**src/rtl/blecrcw_pkg.sv**
```systemverilog
// Shared types, constants and helper functions for the BLE CRC-24 / whitening
// transmit block. No dependencies.

package blecrcw_pkg;

  // Configuration register indexes
  localparam logic CfgChannel = 1'b0;
  localparam logic CfgCrcSeed = 1'b1;

  localparam logic [5:0]  ChannelReset = 6'd37;
  localparam logic [23:0] CrcSeedReset = 24'h555555;
  localparam logic [5:0]  IdxMax       = 6'd63;

  // Advertising channels that carry a whitening sequence
  localparam logic [5:0] ChAdv37 = 6'd37;
  localparam logic [5:0] ChAdv38 = 6'd38;
  localparam logic [5:0] ChAdv39 = 6'd39;

  // One whitening key per packet position (6-bit position space)
  typedef logic [63:0][7:0] wtab_t;

  function automatic logic [7:0] rev8(input logic [7:0] b);
    logic [7:0] r;
    int k;
    for (k = 0; k < 8; k++) begin
      r[7-k] = b[k];
    end
    return r;
  endfunction

  // Whitening LFSR x^7+x^4+1, cell 0 = 1, cells 1..6 = channel (MSB first).
  // Evaluated at elaboration only.
  function automatic wtab_t white_tbl(input logic [5:0] ch);
    logic [6:0] w;
    logic       o;
    wtab_t      t;
    int         p;
    int         k;
    w = 7'd1;
    for (k = 0; k < 6; k++) begin
      w[1+k] = ch[5-k];
    end
    for (p = 0; p < 64; p++) begin
      for (k = 0; k < 8; k++) begin
        o       = w[6];
        t[p][k] = o;
        w       = {w[5:0], o};
        w[4]    = w[4] ^ o;
      end
    end
    return t;
  endfunction

  // Bytewise CRC-24 update; state packed {c0, c1, c2}, returns {n0, n1, n2}
  function automatic logic [23:0] crc_step(input logic [23:0] cur,
                                           input logic [7:0]  b);
    logic [7:0] e;
    logic [7:0] n0;
    logic [7:0] n1;
    logic [7:0] n2;
    e  = rev8(b) ^ cur[7:0];
    n2 = (e >> 6) ^ (e >> 7) ^ cur[15:8];
    n1 = (e << 1) ^ (e << 2) ^ (e >> 2) ^ (e >> 4) ^ (e >> 5) ^ (e >> 7)
       ^ cur[23:16];
    n0 = e ^ (e << 1) ^ (e << 3) ^ (e << 4) ^ (e << 6);
    return {n0, n1, n2};
  endfunction

endpackage

```
**src/rtl/ble_crc24_whitening_tx.sv**
```systemverilog
// BLE advertising transmit path: CRC-24 append and data whitening.
// Depends on blecrcw_pkg (CRC step, whitening tables, register indexes).
//
// Usage:
//   Input channel (in_valid_i / in_stall_o) carries one PDU byte per word
//   plus last_byte_i on the final PDU byte. Output channel (out_valid_o /
//   out_stall_i) carries whitened bytes in transmit order; out_last_o marks
//   the third CRC byte, too_long_o flags positions at or past TABLE_BYTES.
//   Config port: cfg_we_i writes cfg_data_i to register cfg_idx_i
//   (0 = channel, 1 = crc_seed). Channel 37/38/39 selects a whitening table,
//   any other value sends bytes in the clear.
// Timing:
//   A byte is registered into the output stage at the edge that accepts it,
//   one byte per cycle sustained while the receiver takes them and no CRC
//   bytes are pending. A word with last_byte_i set is followed by three CRC
//   bytes on the next three output slots; the input is stalled while they
//   drain, so a packet of N bytes yields N+3 output bytes. The output register
//   is refilled in the same cycle it is taken; when the receiver stalls, the
//   held word stays put and in_stall_o rises combinationally with out_stall_i.
// Reset: output empty, byte position 0, channel 37, seed 0x555555.

module ble_crc24_whitening_tx #(
  parameter int TABLE_BYTES = 39
) (
  input  logic        clk_i,
  input  logic        rst_ni,
  // config write port
  input  logic        cfg_we_i,
  input  logic        cfg_idx_i,
  input  logic [23:0] cfg_data_i,
  // PDU byte input
  input  logic        in_valid_i,
  output logic        in_stall_o,
  input  logic [7:0]  pdu_byte_i,
  input  logic        last_byte_i,
  // whitened byte output
  output logic        out_valid_o,
  input  logic        out_stall_i,
  output logic [7:0]  out_byte_o,
  output logic        out_last_o,
  output logic        too_long_o
);

  import blecrcw_pkg::*;

  localparam wtab_t Wt37 = white_tbl(ChAdv37);
  localparam wtab_t Wt38 = white_tbl(ChAdv38);
  localparam wtab_t Wt39 = white_tbl(ChAdv39);
  localparam logic [5:0] TableLen = 6'(TABLE_BYTES);

  // config registers
  logic [5:0]  channel_q;
  logic [23:0] crc_seed_q;

  // packet state
  logic [23:0] crc_q, crc_d;       // running CRC, {c0, c1, c2}
  logic [5:0]  byte_index_q, byte_index_d;
  logic [23:0] pend_q, pend_d;     // CRC bytes waiting, next one on top
  logic [1:0]  pend_cnt_q, pend_cnt_d;

  // output stage
  logic        out_valid_q, out_valid_d;
  logic [7:0]  out_byte_q, out_byte_d;
  logic        out_last_q, out_last_d;
  logic        too_long_q, too_long_d;

  logic        load;
  logic        in_acc;
  logic        crc_emit;
  logic        emit;
  logic [7:0]  raw_byte;
  logic        emit_last;
  logic        pos_long;
  logic [7:0]  key;
  logic [23:0] crc_cur;
  logic [23:0] crc_new;

  always_ff @(posedge clk_i or negedge rst_ni) begin
    if (!rst_ni) begin
      channel_q  <= ChannelReset;
      crc_seed_q <= CrcSeedReset;
    end else if (cfg_we_i) begin
      unique case (cfg_idx_i)
        CfgChannel: channel_q  <= cfg_data_i[5:0];
        CfgCrcSeed: crc_seed_q <= cfg_data_i;
        default:    ;
      endcase
    end
  end

  // Handshake: the output slot is free if empty or being taken this cycle.
  assign load       = !out_valid_q || !out_stall_i;
  assign in_stall_o = (pend_cnt_q != 2'd0) || !load;
  assign in_acc     = in_valid_i && !in_stall_o;
  assign crc_emit   = (pend_cnt_q != 2'd0) && load;
  assign emit       = in_acc || crc_emit;

  // Position 0 opens a packet and starts from the seed.
  assign crc_cur = (byte_index_q == 6'd0) ? crc_seed_q : crc_q;
  assign crc_new = crc_step(crc_cur, pdu_byte_i);

  assign raw_byte  = crc_emit ? pend_q[23:16] : pdu_byte_i;
  assign emit_last = crc_emit && (pend_cnt_q == 2'd1);
  assign pos_long  = byte_index_q >= TableLen;

  always_comb begin
    key = 8'd0;
    if (!pos_long) begin
      case (channel_q)
        ChAdv37: key = Wt37[byte_index_q];
        ChAdv38: key = Wt38[byte_index_q];
        ChAdv39: key = Wt39[byte_index_q];
        default: key = 8'd0;
      endcase
    end
  end

  always_comb begin
    crc_d        = crc_q;
    byte_index_d = byte_index_q;
    pend_d       = pend_q;
    pend_cnt_d   = pend_cnt_q;
    out_valid_d  = out_valid_q;
    out_byte_d   = out_byte_q;
    out_last_d   = out_last_q;
    too_long_d   = too_long_q;

    if (in_acc) begin
      crc_d = crc_new;
      if (last_byte_i) begin
        // transmit order: rev(n2), rev(n1), rev(n0)
        pend_d     = {rev8(crc_new[7:0]), rev8(crc_new[15:8]), rev8(crc_new[23:16])};
        pend_cnt_d = 2'd3;
      end
    end else if (crc_emit) begin
      pend_d     = {pend_q[15:0], 8'd0};
      pend_cnt_d = pend_cnt_q - 2'd1;
    end

    if (emit) begin
      out_valid_d = 1'b1;
      out_byte_d  = raw_byte ^ key;
      out_last_d  = emit_last;
      too_long_d  = pos_long;
      if (emit_last) begin
        byte_index_d = 6'd0;
      end else if (byte_index_q != IdxMax) begin
        byte_index_d = byte_index_q + 6'd1;
      end
    end else if (!out_stall_i) begin
      out_valid_d = 1'b0;
    end
  end

  always_ff @(posedge clk_i or negedge rst_ni) begin
    if (!rst_ni) begin
      byte_index_q <= 6'd0;
      pend_cnt_q   <= 2'd0;
      out_valid_q  <= 1'b0;
    end else begin
      byte_index_q <= byte_index_d;
      pend_cnt_q   <= pend_cnt_d;
      out_valid_q  <= out_valid_d;
    end
  end

  always_ff @(posedge clk_i) begin
    crc_q      <= crc_d;
    pend_q     <= pend_d;
    out_byte_q <= out_byte_d;
    out_last_q <= out_last_d;
    too_long_q <= too_long_d;
  end

  assign out_valid_o = out_valid_q;
  assign out_byte_o  = out_byte_q;
  assign out_last_o  = out_last_q;
  assign too_long_o  = too_long_q;

  // A last PDU byte queues exactly three CRC bytes.
  a_last_queues_crc: assert property (@(posedge clk_i) disable iff (!rst_ni)
    in_acc && last_byte_i |=> pend_cnt_q == 2'd3)
    else $error("CRC bytes not queued after last PDU byte");

  // No PDU byte is taken while CRC bytes are still pending.
  a_no_accept_pending: assert property (@(posedge clk_i) disable iff (!rst_ni)
    pend_cnt_q != 2'd0 |-> !in_acc)
    else $error("input accepted while CRC bytes pending");

  // Final CRC byte closes the packet: position back to zero.
  a_end_resets_index: assert property (@(posedge clk_i) disable iff (!rst_ni)
    crc_emit && pend_cnt_q == 2'd1 |=> byte_index_q == 6'd0 && out_last_q)
    else $error("packet end did not reset byte position");

  // While the closing byte sits in the output stage, no packet is open.
  a_last_index_zero: assert property (@(posedge clk_i) disable iff (!rst_ni)
    out_valid_q && out_last_q |-> byte_index_q == 6'd0 && pend_cnt_q == 2'd0)
    else $error("state not idle while closing byte is held");

endmodule

```
**config.mk**
```make
export PLATFORM = sky130hd
export DESIGN_NAME = ble_crc24_whitening_tx
export DESIGN_NICKNAME = d
export VERILOG_FILES = /design/src/rtl/blecrcw_pkg.sv /design/src/rtl/ble_crc24_whitening_tx.sv
export SDC_FILE = /design/constraint.sdc
export NUM_CORES = 1
export LEC_CHECK = 0
export BUFFER_PORTS_ARGS = -buffer_cell sky130_fd_sc_hd__buf_2
export CAP_MARGIN = 15
export CORE_MARGIN = 3
export CORE_UTILIZATION = 62
export DETAILED_ROUTE_END_ITERATION = 10
export MAX_ROUTING_LAYER = met4
export PLACE_DENSITY = 0.8
export SLEW_MARGIN = 20
export SYNTH_ARGS = -nofsm -noshare
export SYNTH_HDL_FRONTEND = slang
export SYNTH_SLANG_ARGS = --single-unit
```
**constraint.sdc**
```tcl
create_clock -name clk_i -period 6.2 [get_ports clk_i]
set_input_delay 0.31 -clock clk_i [delete_from_list [all_inputs] [get_ports clk_i]]
set_output_delay 0.31 -clock clk_i [all_outputs]
set_load 0.05 [all_outputs]
```
==> reports/metrics.cfg <==
[synth]
synth.top_cell.area_share_pct=27.1
synthArstFlopShare_pct=40.2
ys_seq_elements=97
synth_edf_count=58
avgSynthCellArea_um2=10.8
synth_flop_cell=edfxtp_1
ys_warn_count=0
synthTopCellsByArea=edfxtp_1 (27%), dfrtp_1 (9.3%), mux2_2 (9.3%), dfstp_2 (6.1%), mux2i_1 (6.1%)
syn-num-nets=644
yosysUniqueCellTypes=68
synth_area_um2=6420
synthCells=594
ys_seq_area_share_pct=42.6
synth_top_cell_by_area=edfxtp_1

[global_routing]
track_usage_pct=29.8
grt_max_degree=54
grt_pass1_wl_um=25500
grt_pass1_vias=4608
grt_overflow=0
antenna_found_initial=0

[final_layout]
nets=667
diodes=0
final_cells=755
most-common-layout-cells=edfxtp_1 (58), mux2_2 (53), buf_2 (50), nand2_1 (47), mux2i_1 (39)
drive_above_1_share_pct=27.3
finalInstanceArea_um2=6920
area_growth_syn_to_layout_pct=7.77
final_common_cell=edfxtp_1

[pwr]
p_comb_share_pct=57.7
power_switching_mw=1.72
p_per_area_nw_per_um2=557
p_clk_share_pct=12.1
swShare_pct=44.6
peakVddDrop_v=0.000312
sequentialPowerShare_pct=30.1
internal-power_mw=2.13
power.leakage_nw=2.76

[die]
rows=36
ioPinCount=51
die_area_um2=11600
initial_core_util_pct=64.8
core-area_um2=9910
fp.dieW_um=108
die_h_um=108

[drt]
first_pass_iters=5
routed.top_layer=met4
antenna_left=0
wl_met1_um=6880
wl_per_cell_um=21.3
post_drt_via_cell_ratio=6.37
finalWirelength_um=16100
drt-initial-drc-count=450
dr_wl_met3_um=1400
drc_errors=0
via_count=4812
met2_length_um=7350

[setup_path]
rrSetupSlack_ns=2.24
worstReg2RegEnd=pend_q[13]
cp_max_fo=25
reg2regPathDepth=8
cp.required_ns=6.34
crit_arrival_ns=4.10
critPathLaunchType=register
crit_path_end_kind=register
setup.worst_path.class=register to register
reg2reg_from=byte_index_q[1]

[timing]
clock_skew_ns=0.0180
min_period_over_period_pct=63.9
period_minus_slack_ns=3.96
rsz0062_at_grt=false
hold_viol_final=0
fmax_mhz=253
setup_tns_ns=0
tightest_slew_ns=1.02
slew_headroom_pct=32.0
drv_slew=0
setup_viol_count_final=0

[clock_network]
clk_pin_slew_ns=0.11
htree_levels=3
cts_tree=yes
postCtsSetupBuffers=0
cts_hold_buf=0
cts_sinks=97
cts_resized=0
root_buffer=clkbuf_8
clock_latency_ns=0.38
cts_buffers=9
clock_path_buffers=2

[flow_run]
drv_cap=0

[status]
status=completed

[placement]
io_buffers=50
globalplace.congestion=0.974
hpwl_um=11500
dpl.cell_count=739
postPlaceCellArea_um2=6690

[hold_path]
hold_path_class=input pin to async pin

worst max-delay path, stage by stage (launching register included):
cell and delay [ns]:
dfrtp_1 0.62, inv_1 0.33, ha_1 0.60, nand4_4 0.61, mux2i_1 0.45, xnor2_2 0.18, xnor2_2 0.27, xnor3_1 0.39
mux2_2 0.27
power groups by stage:
stage	logic [mW]	registers, mW	clock network (mW)
floorplan	1.65	1.21	0
global placement	2.12	1.16	0
detailed placement	2.18	1.17	0
CTS	2.19	1.16	0.471
global route	2.39	1.18	0.499
finish	2.23	1.16	0.468
sequential cells by signal (all words and copies together), names as in the netlist:
register / cells
byte_index_q: 6
channel_q: 6
crc_q: 24
crc_seed_q: 24
out_byte_o: 8
out_last_o: 1
out_valid_o: 1
pend_cnt_q: 2
pend_q: 24
too_long_o: 1
Yosys cell counts (all sizes together) (3+ instances only):
master and n:
a21o 3, buf 17, o22ai 4, clkbuf 26, nor2 38, nor3 9, dfstp 15, xnor2 39
nand3 6, o21ai 28, o211a 4, mux2 53, nand4 3, ha 11, inv 15, xor2 20
dfrtp 24, a211oi 12, edfxtp 58, or2 4, and2 8, nand3b 6, a31oi 4, mux2i 40
a21oi 21, nand2 48, nor2b 10, o211ai 10, nand2b 9, a221oi 5, mux4 5, o31ai 5
routing by layer:
layer,vias up,track usage (%)
met5,-,-
met4,0,9.65
met3,37,6.78
met2,232,43.3
met1,2341,41.9
li1,2202,-
kinds of logic (layout without fill, tap and decap cells):
logic type	Yosys count	after routing	share of synthesized area, %
xor gates and xnor gates	61	61	10.0
DFF	97	97	42.6
and+or+nand+nor	149	149	11.5
buffers and inverters	59	87	3.86
adders and majority gates	11	11	2.14
muxes	98	98	17.3
AOI/OAI and AO/OA	119	119	12.5
final cells by class:
class | instances | area (um^2)
Fill cell | 739 | 2990
Clock inverter | 6 | 80.1
Timing Repair Buffer | 55 | 288
Clock buffer | 10 | 149
Inverter | 16 | 60.1
Multi-Input combinational cell | 438 | 3440
Sequential cell | 97 | 2740
Tap cell | 133 | 166
stage by stage:
stage | hold slack, ns | util (%) | power [mW] | worst slack, ns
after floorplan | 0.0144 | - | 2.86 | 3.34
after global placement | 0.464 | 67.5 | 3.28 | 2.51
after detailed placement | 0.479 | 67.5 | 3.35 | 2.29
after CTS | 0.0701 | 69.8 | 3.82 | 2.31
after global routing | 0.0917 | 69.9 | 4.08 | 1.99
final | 0.0428 | 69.9 | 3.85 | 2.24
worst max path at each step:
stage | from | to | slack, ns | cells after the start
6_report | byte_index_q[1] | pend_q[13] | 2.24 | 8
5_1_grt | byte_index_q[1] | pend_q[13] | 1.99 | 8
4_1_cts | byte_index_q[1] | pend_q[13] | 2.31 | 8
3_5_place_dp | byte_index_q[0] | pend_q[13] | 2.29 | 8
3_3_place_gp | byte_index_q[0] | pend_q[13] | 2.51 | 8
2_1_floorplan | byte_index_q[1] | out_byte_o[0] | 3.34 | 11
Note: power is estimated with default switching activity, not from simulation.
